## src/rtl/sclc_pkg.sv

```systemverilog
package sclc_pkg;

  // ring geometry and field widths
  localparam int HIST_DEPTH = 8;
  localparam int LEVEL_W    = 20;
  localparam int SUM_W      = $clog2(HIST_DEPTH * ((2 ** LEVEL_W) - 1) + 1);
  localparam int SLOT_W     = (HIST_DEPTH > 1) ? $clog2(HIST_DEPTH) : 1;
  localparam int CFG_IDX_W  = 1;

  // threshold reset values
  localparam logic [LEVEL_W-1:0] PEAK_THR_RST   = LEVEL_W'(4096);
  localparam logic [LEVEL_W-1:0] CHANGE_THR_RST = LEVEL_W'(1024);

  typedef enum logic [1:0] {
    EVT_STEADY = 2'd0,
    EVT_RISE   = 2'd1,
    EVT_FALL   = 2'd2,
    EVT_PEAK   = 2'd3
  } sound_event_t;

  typedef enum logic [CFG_IDX_W-1:0] {
    REG_PEAK_THR   = 1'b0,
    REG_CHANGE_THR = 1'b1
  } cfg_reg_t;

  // threshold register set
  typedef struct packed {
    logic [LEVEL_W-1:0] peak_thr;
    logic [LEVEL_W-1:0] change_thr;
  } thr_cfg_t;

  // ring memory write request
  typedef struct packed {
    logic              en;
    logic [SLOT_W-1:0] addr;
    logic [LEVEL_W-1:0] data;
  } ring_wr_t;

endpackage

```

## src/rtl/sclc_stream_if.sv

```systemverilog
interface sclc_level_if;
  logic                        valid;
  logic                        ready;
  logic [sclc_pkg::LEVEL_W-1:0] level_sq;
  logic [sclc_pkg::LEVEL_W-1:0] peak_sq;

  modport source (output valid, output level_sq, output peak_sq, input ready);
  modport sink   (input valid, input level_sq, input peak_sq, output ready);
endinterface

interface sclc_event_if;
  logic       valid;
  logic       ready;
  logic [1:0] sound_event;

  modport source (output valid, output sound_event, input ready);
  modport sink   (input valid, input sound_event, output ready);
endinterface

```

## src/rtl/sclc_ring_mem.sv

```systemverilog
module sclc_ring_mem (
  input  logic                          clk,
  input  logic                          rst,
  input  logic                          rd_en,
  input  logic [sclc_pkg::SLOT_W-1:0]   rd_addr,
  output logic [sclc_pkg::LEVEL_W-1:0]  rd_data,
  input  sclc_pkg::ring_wr_t            wr
);

  logic [sclc_pkg::LEVEL_W-1:0] mem [sclc_pkg::HIST_DEPTH];
  logic [sclc_pkg::HIST_DEPTH-1:0] entry_vld;
  logic [sclc_pkg::LEVEL_W-1:0] rd_raw;
  logic                         rd_vld;

  // storage write
  always_ff @(posedge clk) begin
    if (wr.en) begin
      mem[wr.addr] <= wr.data;
    end
  end

  // per-entry written flags, cleared at reset so the ring reads as zero
  always_ff @(posedge clk) begin
    if (rst) begin
      entry_vld <= '0;
    end else if (wr.en) begin
      entry_vld[wr.addr] <= 1'b1;
    end
  end

  // registered read, write data bypassed on a same-entry collision
  always_ff @(posedge clk) begin
    if (rd_en) begin
      if (wr.en && (wr.addr == rd_addr)) begin
        rd_raw <= wr.data;
        rd_vld <= 1'b1;
      end else begin
        rd_raw <= mem[rd_addr];
        rd_vld <= entry_vld[rd_addr];
      end
    end
  end

  assign rd_data = rd_vld ? rd_raw : '0;

endmodule

```

## src/rtl/sclc_classify.sv

```systemverilog
module sclc_classify (
  input  logic [sclc_pkg::LEVEL_W-1:0] level,
  input  logic [sclc_pkg::LEVEL_W-1:0] peak,
  input  logic [sclc_pkg::LEVEL_W-1:0] mean,
  input  sclc_pkg::thr_cfg_t           thr,
  output sclc_pkg::sound_event_t       evt
);

  logic [sclc_pkg::LEVEL_W-1:0] peak_diff;
  logic [sclc_pkg::LEVEL_W-1:0] rise_diff;
  logic [sclc_pkg::LEVEL_W-1:0] fall_diff;
  logic                         is_peak;
  logic                         is_rise;
  logic                         is_fall;

  // differences only used when the minuend is larger, so no wrap matters
  assign peak_diff = peak - level;
  assign rise_diff = level - mean;
  assign fall_diff = mean - level;

  assign is_peak = (peak > level) && (peak_diff > thr.peak_thr);
  assign is_rise = (level > mean) && (rise_diff > thr.change_thr);
  assign is_fall = (mean > level) && (fall_diff > thr.change_thr);

  // priority: peak, rise, fall, steady
  always_comb begin
    if (is_peak) begin
      evt = sclc_pkg::EVT_PEAK;
    end else if (is_rise) begin
      evt = sclc_pkg::EVT_RISE;
    end else if (is_fall) begin
      evt = sclc_pkg::EVT_FALL;
    end else begin
      evt = sclc_pkg::EVT_STEADY;
    end
  end

endmodule

```

## src/rtl/sound_level_change_classifier_unit.sv

```systemverilog
// path: an accepted level transaction is registered in stage 1, then its result in the output
// register; throughput: one transaction per cycle while event_out is ready, set by the single
// read-modify-write of the history ring (read on accept, write-back when stage 1 fires)
// reset: ring reads as all zero, running sum and write slot cleared, thresholds
// back to 4096 (peak) and 1024 (change); no clearing pass is needed
module sound_level_change_classifier_unit (
  input  logic                            clk,
  input  logic                            rst,
  input  logic                            cfg_we,
  input  logic [sclc_pkg::CFG_IDX_W-1:0]  cfg_index,
  input  logic [sclc_pkg::LEVEL_W-1:0]    cfg_data,
  sclc_level_if.sink                      level_in,
  sclc_event_if.source                    event_out
);

  sclc_pkg::thr_cfg_t           thr;
  logic [sclc_pkg::SLOT_W-1:0]  write_slot;
  logic [sclc_pkg::SUM_W-1:0]   hist_sum;
  logic [sclc_pkg::SUM_W-1:0]   hist_sum_next;

  logic                         s1_valid;
  logic [sclc_pkg::LEVEL_W-1:0] s1_level;
  logic [sclc_pkg::LEVEL_W-1:0] s1_peak;
  logic [sclc_pkg::SLOT_W-1:0]  s1_slot;
  logic                         s1_ready;
  logic                         s1_fire;
  logic                         in_fire;

  logic [sclc_pkg::LEVEL_W-1:0] old_level;
  logic [sclc_pkg::LEVEL_W-1:0] mean;
  sclc_pkg::sound_event_t       evt;
  sclc_pkg::ring_wr_t           ring_wr;

  logic                         out_valid;
  logic [1:0]                   out_event;

  // threshold registers
  always_ff @(posedge clk) begin
    if (rst) begin
      thr.peak_thr   <= sclc_pkg::PEAK_THR_RST;
      thr.change_thr <= sclc_pkg::CHANGE_THR_RST;
    end else if (cfg_we) begin
      unique case (cfg_index)
        sclc_pkg::REG_PEAK_THR:   thr.peak_thr   <= cfg_data;
        sclc_pkg::REG_CHANGE_THR: thr.change_thr <= cfg_data;
        default: ;
      endcase
    end
  end

  // handshake
  assign s1_ready        = !out_valid || event_out.ready;
  assign s1_fire         = s1_valid && s1_ready;
  assign level_in.ready  = !s1_valid || s1_ready;
  assign in_fire         = level_in.valid && level_in.ready;

  // write slot advances per accepted transaction
  always_ff @(posedge clk) begin
    if (rst) begin
      write_slot <= '0;
    end else if (in_fire) begin
      if (write_slot == sclc_pkg::SLOT_W'(sclc_pkg::HIST_DEPTH - 1)) begin
        write_slot <= '0;
      end else begin
        write_slot <= write_slot + sclc_pkg::SLOT_W'(1);
      end
    end
  end

  // stage 1 holds the transaction while the oldest level is read
  always_ff @(posedge clk) begin
    if (rst) begin
      s1_valid <= 1'b0;
    end else if (level_in.ready) begin
      s1_valid <= level_in.valid;
    end
  end

  always_ff @(posedge clk) begin
    if (in_fire) begin
      s1_level <= level_in.level_sq;
      s1_peak  <= level_in.peak_sq;
      s1_slot  <= write_slot;
    end
  end

  // history ring
  assign ring_wr.en   = s1_fire;
  assign ring_wr.addr = s1_slot;
  assign ring_wr.data = s1_level;

  sclc_ring_mem u_ring (
    .clk     (clk),
    .rst     (rst),
    .rd_en   (in_fire),
    .rd_addr (write_slot),
    .rd_data (old_level),
    .wr      (ring_wr)
  );

  // mean before update, then running sum swap of oldest for newest
  assign mean          = sclc_pkg::LEVEL_W'(hist_sum / sclc_pkg::HIST_DEPTH);
  assign hist_sum_next = hist_sum - sclc_pkg::SUM_W'(old_level)
                         + sclc_pkg::SUM_W'(s1_level);

  always_ff @(posedge clk) begin
    if (rst) begin
      hist_sum <= '0;
    end else if (s1_fire) begin
      hist_sum <= hist_sum_next;
    end
  end

  sclc_classify u_classify (
    .level (s1_level),
    .peak  (s1_peak),
    .mean  (mean),
    .thr   (thr),
    .evt   (evt)
  );

  // output register
  always_ff @(posedge clk) begin
    if (rst) begin
      out_valid <= 1'b0;
    end else if (s1_fire) begin
      out_valid <= 1'b1;
    end else if (event_out.ready) begin
      out_valid <= 1'b0;
    end
  end

  always_ff @(posedge clk) begin
    if (s1_fire) begin
      out_event <= evt;
    end
  end

  assign event_out.valid       = out_valid;
  assign event_out.sound_event = out_event;

  // checks
  a_accept_to_s1: assert property (@(posedge clk) disable iff (rst)
    in_fire |=> s1_valid)
    else $error("accepted transaction did not reach stage 1");

  a_s1_hold: assert property (@(posedge clk) disable iff (rst)
    (s1_valid && !s1_ready) |=> (s1_valid && $stable(s1_level) && $stable(s1_slot)))
    else $error("stalled stage 1 lost its transaction");

  a_s1_to_out: assert property (@(posedge clk) disable iff (rst)
    s1_fire |=> out_valid)
    else $error("stage 1 result not presented");

  a_slot_range: assert property (@(posedge clk) disable iff (rst)
    write_slot <= sclc_pkg::SLOT_W'(sclc_pkg::HIST_DEPTH - 1))
    else $error("write slot out of ring range");

endmodule
```

## src/flat_wrapper.sv

```systemverilog
// flat-port wrapper written by rule: the top's interface ports become plain ports
module sound_level_change_classifier_unit_flat 
  (clk, rst, cfg_we, cfg_index, cfg_data, level_in_valid, level_in_level_sq, level_in_peak_sq, level_in_ready, event_out_valid, event_out_sound_event, event_out_ready);
  sclc_level_if level_in_i ();
  sclc_event_if event_out_i ();
  input  logic clk;
  input  logic rst;
  input  logic cfg_we;
  input  logic [sclc_pkg::CFG_IDX_W-1:0] cfg_index;
  input  logic [sclc_pkg::LEVEL_W-1:0] cfg_data;
  input wire logic [$bits(level_in_i.valid)-1:0] level_in_valid;
  input wire logic [$bits(level_in_i.level_sq)-1:0] level_in_level_sq;
  input wire logic [$bits(level_in_i.peak_sq)-1:0] level_in_peak_sq;
  output wire logic [$bits(level_in_i.ready)-1:0] level_in_ready;
  output wire logic [$bits(event_out_i.valid)-1:0] event_out_valid;
  output wire logic [$bits(event_out_i.sound_event)-1:0] event_out_sound_event;
  input wire logic [$bits(event_out_i.ready)-1:0] event_out_ready;
  assign level_in_i.valid = level_in_valid;
  assign level_in_i.level_sq = level_in_level_sq;
  assign level_in_i.peak_sq = level_in_peak_sq;
  assign level_in_ready = level_in_i.ready;
  assign event_out_valid = event_out_i.valid;
  assign event_out_sound_event = event_out_i.sound_event;
  assign event_out_i.ready = event_out_ready;
  sound_level_change_classifier_unit u_core (.clk(clk), .rst(rst), .cfg_we(cfg_we), .cfg_index(cfg_index), .cfg_data(cfg_data), .level_in(level_in_i), .event_out(event_out_i));
endmodule
```

## config.mk

```make
export PLATFORM = sky130hd
export DESIGN_NAME = sound_level_change_classifier_unit_flat
export DESIGN_NICKNAME = d
export VERILOG_FILES = /design/src/rtl/sclc_pkg.sv /design/src/rtl/sclc_stream_if.sv /design/src/rtl/sclc_ring_mem.sv /design/src/rtl/sclc_classify.sv /design/src/rtl/sound_level_change_classifier_unit.sv /design/src/flat_wrapper.sv
export SDC_FILE = /design/constraint.sdc
export NUM_CORES = 1
export LEC_CHECK = 0
export BUFFER_PORTS_ARGS = -buffer_cell sky130_fd_sc_hd__buf_4
export CAP_MARGIN = 10
export CORE_ASPECT_RATIO = 0.9
export CORE_MARGIN = 1.5
export CORE_UTILIZATION = 49
export DETAILED_ROUTE_END_ITERATION = 7
export GPL_TIMING_DRIVEN = 0
export PLACE_DENSITY = 0.69
export SLEW_MARGIN = 10
export SYNTH_ARGS = -nofsm -noshare
export SYNTH_HDL_FRONTEND = slang
export SYNTH_SLANG_ARGS = --single-unit
```

## constraint.sdc

```tcl
create_clock -name clk -period 5.39 [get_ports clk]
set_input_delay 1.3475 -clock clk [delete_from_list [all_inputs] [get_ports clk]]
set_output_delay 1.3475 -clock clk [all_outputs]
set_load 0.05 [all_outputs]
```

==> results of run 1 <==
-- flip-flops by register name, indices dropped and copies added, names as in the netlist --
name,flops
u_core.u_ring.mem,160
u_core.s1_slot,3
u_core.event_out.valid,1
u_core.event_out.sound_event,2
u_core.u_ring.entry_vld,8
u_core.s1_peak,20
u_core.write_slot,3
u_core.s1_valid,1
u_core.u_ring.rd_vld,1
u_core.s1_level,20
u_core.thr,40
u_core.u_ring.rd_raw,20
u_core.hist_sum,23
-- cell type report --
class	count	area, µm²
plain buffers	60	236.5
clock buffers	38	865.8
clock inverters	23	257.7
fillers	2909	14590
inverters	146	550.5
multi-input cells	1040	8125
flip-flops and latches	302	8308
well taps	462	578.1
repair buffers	87	681.9
-- power groups by stage --
stage	clock network, W	logic [W]	registers [W]
3_3_place_gp	0	0.00221	0.00274
3_5_place_dp	0	0.00225	0.00275
6_report	0.00239	0.00233	0.00269
2_1_floorplan	0	0.00169	0.00272
5_1_grt	0.00252	0.00259	0.00270
4_1_cts	0.00242	0.00228	0.00269
-- kinds of logic after synthesis --
kind of cell               share of synthesized area, %
and+or+nand+nor                                   10.70
adders and majority gates                         13.19
DFF                                               48.45
AOI/OAI and AO/OA                                 13.10
xor gates and xnor gates                          3.115
muxes                                             6.866
buffers and inverters                             4.575
-- repair_timing --
item                                   CTS  global route
setup endpoints to repair                2             2
endpoints found under the hold margin    0             0
buffers inserted                         1             4
hold buffers                             0             0
gates resized for setup                  1             5
-- layer usage --
layer  wire (µm)  vias up  track usage (%)
met5           0        -                0
met4         663        0            5.242
met3        2714       47            4.033
met2       18680      350            35.53
met1       20940     6039            36.43
li1            -     5845                -
-- path summary, 6_finish.rpt --
kind                 startpoint                         endpoint  slack, ps
max reg2reg  u_core.s1_level[0]  u_core.event_out.sound_event[1]        280
max          u_core.s1_level[0]  u_core.event_out.sound_event[1]        280
min reg2reg      u_core.thr[24]                   u_core.thr[24]        460
min              u_core.thr[24]                   u_core.thr[24]        460
-- critical path, delay by kind of cell, from the launching register on --
family | cells | cell delay (ps)
AOI/OAI and AO/OA | 7 | 1780
xor gates and xnor gates | 1 | 120
adders and majority gates | 3 | 870
buffers and inverters | 2 | 180
DFF | 1 | 610
and+or+nand+nor | 4 | 1260
-- cell usage in the layout, fill, tap and decap left out, types with 6 or more instances in the layout --
cell type and instances:
a21o_1 55, nor2b_1 21, buf_1 7, a31oi_1 6, inv_1 145, nand2b_1 12
o21a_1 13, mux2i_1 22, nand4_1 21, edfxtp_1 226, clkinv_2 7, o211ai_1 6
mux4_2 42, nor2_1 70, o21ai_0 61, a21oi_1 130, ha_1 144, nor3_1 18
buf_4 82, a211oi_1 15, clkinv_1 6, o31ai_1 7, clkbuf_1 53, fa_1 23
nand2_1 170, nand3_1 19, o21bai_1 7, xor2_1 23, or3_1 7, xnor2_1 38
dfxtp_1 76, and2_1 26, clkbuf_16 34
-- through the flow --
step	util (%)	setup TNS [ps]	area, µm²	total power [W]	std cells
4_1_cts	57.20	0	19560	0.007396	2154
2_1_floorplan	-	0	17150	0.004416	1548
5_1_grt	57.33	0	19600	0.007806	2158
3_3_place_gp	53.36	-43870	18250	0.004952	2079
3_5_place_dp	53.88	-481.8	18420	0.004997	2092
6_report	57.33	0	19600	0.007406	2158
==> metrics.txt, run 1 <==
pin count of the biggest net entering global routing=61; Final ANT Viol Nets=0; Layout Area Growth over Synthesis=14.31%; flops & latches, synth=302; Switching Fraction=32.57%; CTS tree=built; GRT Resource Usage Total=23.89%; Syn. warnings=0; Vias=12281; vias in the first global route=11875; core footprint=0.03419 mm²; post-synth top area cell=edfxtp_1; asr flop ratio synth=0%; combinational share of power=31.4%; number of CTS-inserted buffers=34; Initial DRT Pass Iterations=6; Crit. End Element=flop; FMAX=0.1955 GHz; Yosys cell types=66; top area cells in the synthesized netlist=edfxtp_1, ha_1, dfxtp_1, mux4_2, a21oi_1; Pleak=7.564 nW; Die Area=0.03613 mm²; Critical Path RT=5660 ps; global-route wire length before repair=66890 µm; Cell Int Power=0.004994 W; main flop type after synthesis=edfxtp_1; crit-path max FO=13; clk_lat worst skew=550 ps; post-detailed-route wirelength per cell=19.92 µm; sequential area share after synthesis=48.45%; Worst VDD drop=245.6 µV; P_sw=0.002413 W; Mapped Cells=1548; Final HPWL DP=32170 µm; worst hold slack=455.7 ps; Avg Synthesized Cell Area=11.08 µm²; GRT Residual Overflow=0; Tcrit/Tclk final=94.88%; Die Ht=180.5 µm; initial antenna violation count=0; root buf cell=clkbuf_16; # Max-Cap Violations=0; worst reg2reg path depth=17; Rows=64; Critical Path Slowest Stage Cell=or4b_2; Worst Max-Slew Pin Slew=1079 ps; crit path launch type=flop; EDFF count, synth=226; post-synth top area share=39.57%; antenna cells=0; clk sinks=302; DRT Wirelength=42990 µm; fin. max-slew vios=0; Post-Syn Nets=1781; clock share of power=32.2%; outcome=finished clean; Cell Area, Synth=0.01715 mm²; final setup fails=0; count leader, synth=edfxtp_1; Setup Skew=29.17 ps; Worst Path Arrival=5380 ps; Iter 0 DRT Violations=998; Initial Util=50.15%; worst path cell trace=inv_1 > ha_1 > inv_1 > fa_1 > nand2_1 > a21oi_1 > o41ai_1 > o21ba_2 > o21ai_1 > a211oi_1 > xnor2_1 > ha_1 > nand4_1 > or4b_2 > o221a_2 > nor3_1 > o211ai_1; Final GP Congestion=0.9345; Final Hold Fails=0; Hold Path Depth=2; RSZ-0062 raised after global routing=no; num ports=70; fin nets=1904; top post-synthesis cells by count=edfxtp_1, nand2_1, inv_1; dpl ws=-306.7 ps; sequential power share=36.4%; Setup Crit Path Kind=flop to flop; layout cell share with drive strength beyond 1=12.50%; worst min path class=flop to flop; final setup margin=275.9 ps; Die W=200.2 µm; clk buf depth=3; Final Critical Period=5114 ps; CTS clk-pin slew, worst paths=60 ps; Slew headroom=26.24%; H-Tree Depth=2; DRC=0; port bufs=69; power density over the cells=377.8 mW/mm²; via density per instance=5.691; worst stage delay on the critical path=730 ps
Note: power is estimated with default switching activity, not from simulation.
==> run 2: changes to the inputs <==
Settings changed: ABC_AREA from default to 1.
==> run 2 against run 1 <==
Against the previous run:
- routed wire length rose by 30%
- clock power decreased by 5%
- via count is 25% higher
- sequential share of layout area down 2.1 points
- register-to-register slack improved by 920 ps
- non-clock buffer count decreased by 3
- global-route usage is 5.2 points higher
- critical path depth is 2 higher
- largest power group unchanged
- highest routed layer unchanged
==> metrics.txt, run 2 <==
Mapped Cells=2141 (+38%); clk sinks=302 (unchanged); DRC=0 (unchanged); met1 usage=45.97% (+9.5 points); GRT Residual Overflow=0 (unchanged); flop2flop setup slack=1190 ps (+920 ps); Initial DRT Pass Iterations=6 (unchanged); Iter 0 DRT Violations=1604 (+61%); Worst Path Arrival=4480 ps (-900 ps); CTS tree=built; Top Registers=u_core.u_ring.mem: 160 flops, u_core.thr: 40 flops, u_core.hist_sum: 23 flops; asr flop ratio synth=0% (unchanged); Crit. End Element=flop; outcome=finished clean; # Max-Cap Violations=0 (unchanged); Tcrit/Tclk final=77.83% (-17 points); FMAX=0.2384 GHz (+22%); Pleak=9.284 nW (+23%); Avg Synthesized Cell Area=8.548 µm² (-23%); Rows=66 (+3.1%); main combinational cell family by area after synthesis=simple AND/OR/NAND/NOR gates; fin. max-slew vios=0 (unchanged); Util after Layout=56.56% (-0.77 points); via density per instance=5.568 (-2.2%); Worst VDD drop=251.7 µV (+2.5%); post-synthesis mux area share=0% (-6.9 points); DRT Wirelength=55730 µm (+30%); layout cell share with drive strength beyond 1=8.472% (-4.0 points); Post-CTS Resized=0 (-1); root buf cell=clkbuf_16; num ports=70 (unchanged); RSZ-0062 raised after global routing=no; crit-path max FO=10 (-3); fin nets=2487 (+31%); Final ANT Viol Nets=0 (unchanged); busiest grt layer=met1; H-Tree Depth=2 (unchanged); top area cells in the synthesized netlist=edfxtp_1, ha_1, nand2_1, dfxtp_1, inv_1; max reg flops=160 (unchanged); Synth Area in Compound Gates=13.02% (-0.080 points); Setup Crit Path Kind=flop to flop; Die Ht=186.3 µm (+3.3%); Syn. warnings=0 (unchanged); post-synthesis simple-gate area fraction=17.84% (+7.1 points); Post-Syn Nets=2374 (+33%); Post-Synth Adder-Cell Area=12.36% (-0.83 points); Worst Max-Slew Pin Slew=965.8 ps (-112.7 ps); Die W=206.7 µm (+3.3%); Setup Buffers After CTS=0 (-1); EDFF count, synth=226 (unchanged); Final Critical Period=4195 ps (-919.1 ps); final setup fails=0 (unchanged); GRT met2 Usage=42.09% (+6.6 points); flops & latches, synth=302 (unchanged); number of CTS-inserted buffers=34 (unchanged); core footprint=0.03650 mm² (+6.7%); Critical Path RT=5670 ps (about the same); port bufs=69 (unchanged); Post-Synth XOR/XNOR Area=2.536% (-0.58 points); CTS clk-pin slew, worst paths=60 ps (about the same); global-route wire length before repair=84480 µm (+26%); GRT Resource Usage Total=29.14% (+5.2 points); power density over the cells=348.0 mW/mm² (-7.9%); Final GP Congestion=0.9672 (+3.5%); Final Hold Fails=0 (unchanged); # fillers=3342 (+15%); GRT met3 Usage=3.598% (-0.43 points); initial antenna violation count=2 (+2); clk buf depth=3 (unchanged); crit path launch type=flop; Yosys cell types=48 (-27%); Top reg by flops=u_core.u_ring.mem; most frequent cells in the layout=nand2_1, inv_1, edfxtp_1, nor2_1, o21ai_0; worst min path class=flop to flop; commonest non-fill, non-tap cell in the layout=nand2_1; Slew headroom=35.61% (+9.4 points); clk_lat worst skew=540 ps (about the same); Final HPWL DP=42960 µm (+34%); hold buffers post-CTS=0 (unchanged); Die Area=0.03852 mm² (+6.6%); Vias=15339 (+25%); Setup Skew=24.69 ps (-4.487 ps); Cell Area, Synth=0.01830 mm² (+6.7%); sequential area share after synthesis=45.40% (-3.1 points); main flop type after synthesis=edfxtp_1; top post-synthesis cells by count=nand2_1, inv_1, edfxtp_1; post-synth top area share=37.08% (-2.5 points); setup TNS=0 ps (unchanged); Layout Area Growth over Synthesis=12.81%; Initial Util=50.14% (about the same); vias in the first global route=14427 (+21%); post-synth top area cell=edfxtp_1; count leader, synth=nand2_1; post-detailed-route wirelength per cell=20.23 µm (+1.5%); pin count of the biggest net entering global routing=53 (-13%)
==> run 2: cell count changes in the layout (fill, tap and decap cells not counted), sizes merged, moves of 21 or more <==
| cell | delta |
|---|---|
| mux2i | -22 |
| nor2b | -21 |
| nand3 | +74 |
| nor2 | +146 |
| a21oi | +27 |
| inv | +197 |
| and2 | -25 |
| nand2 | +270 |
| o221ai | +27 |
| a21o | -47 |
| xnor2 | -25 |
| o21ai | +116 |
| mux4 | -42 |
==> run 2: through the flow <==
stage	std cells	setup WS (ps)	cell area, µm²	total power (W)	hold WS (ps)
after floorplan	2141	1610	18300	0.004237	431.4
after global placement	2686	121.7	19410	0.004837	438.1
after detailed placement	2694	1294	19580	0.004901	452.3
after CTS	2754	1245	20640	0.007165	465.7
after global routing	2754	915.4	20640	0.007552	495.1
final	2755	1195	20650	0.007184	465.5
==> run 2: per-layer routing <==
metal,routed length (µm),vias to the layer above,share of wire (%)
li1,-,7321,-
met1,26110,7227,47
met2,23380,708,42
met3,4944,83,8.9
met4,1288,0,2.3
met5,0,-,0
==> run 2: report_power, final <==
part | switching, W | internal [W]
registers | 0.0000780 | 0.00262
logic | 0.00147 | 0.000750
clock network | 0.000970 | 0.00130
total | 0.00252 | 0.00467
==> run 2: logic make-up after synthesis <==
logic type	after synthesis
AOI/OAI and AO/OA	422
DFF	302
and+or+nand+nor	785
buffers and inverters	412
adders and majority gates	167
xor gates and xnor gates	53
==> run 2: path summary, 6_finish.rpt <==
| kind | start | endpoint | cells past startpoint |
|---|---|---|---|
| setup / recovery | u_core.s1_level[14] | u_core.event_out.sound_event[1] | 19 |
| hold reg to reg | u_core.hist_sum[0] | u_core.hist_sum[0] | 2 |
| setup reg to reg | u_core.s1_level[14] | u_core.event_out.sound_event[1] | 19 |
| hold / removal | u_core.hist_sum[0] | u_core.hist_sum[0] | 2 |
==> run 2: layout make-up <==
cell class,count,area [µm²],area share [%]
clock buffer,50,962.2,4.660
buffer,67,324.1,1.570
clock inverter,10,101.3,0.4909
timing repair buffer,77,640.6,3.103
antenna,1,2.502,0.01212
inverter,345,1297,6.284
multi-input combinational,1427,8414,40.76
sequential,302,8308,40.24
tap,476,595.6,2.885
==> run 2: worst max-delay path: stages (launching register included) <==
cell and delay, ps:
edfxtp_1 700, inv_1 360, ha_1 500, a21oi_1 320
o21ai_0 190, nand2_1 90, nand2_1 50, nor2_1 130
nand3_1 100, xor2_1 150, ha_1 300, nand2_1 90
nor2_1 150, nand2_1 110, nor2_1 170, nand2_1 80
nand3_1 140, nand3b_1 160, nand2_1 100, nand2_1 40
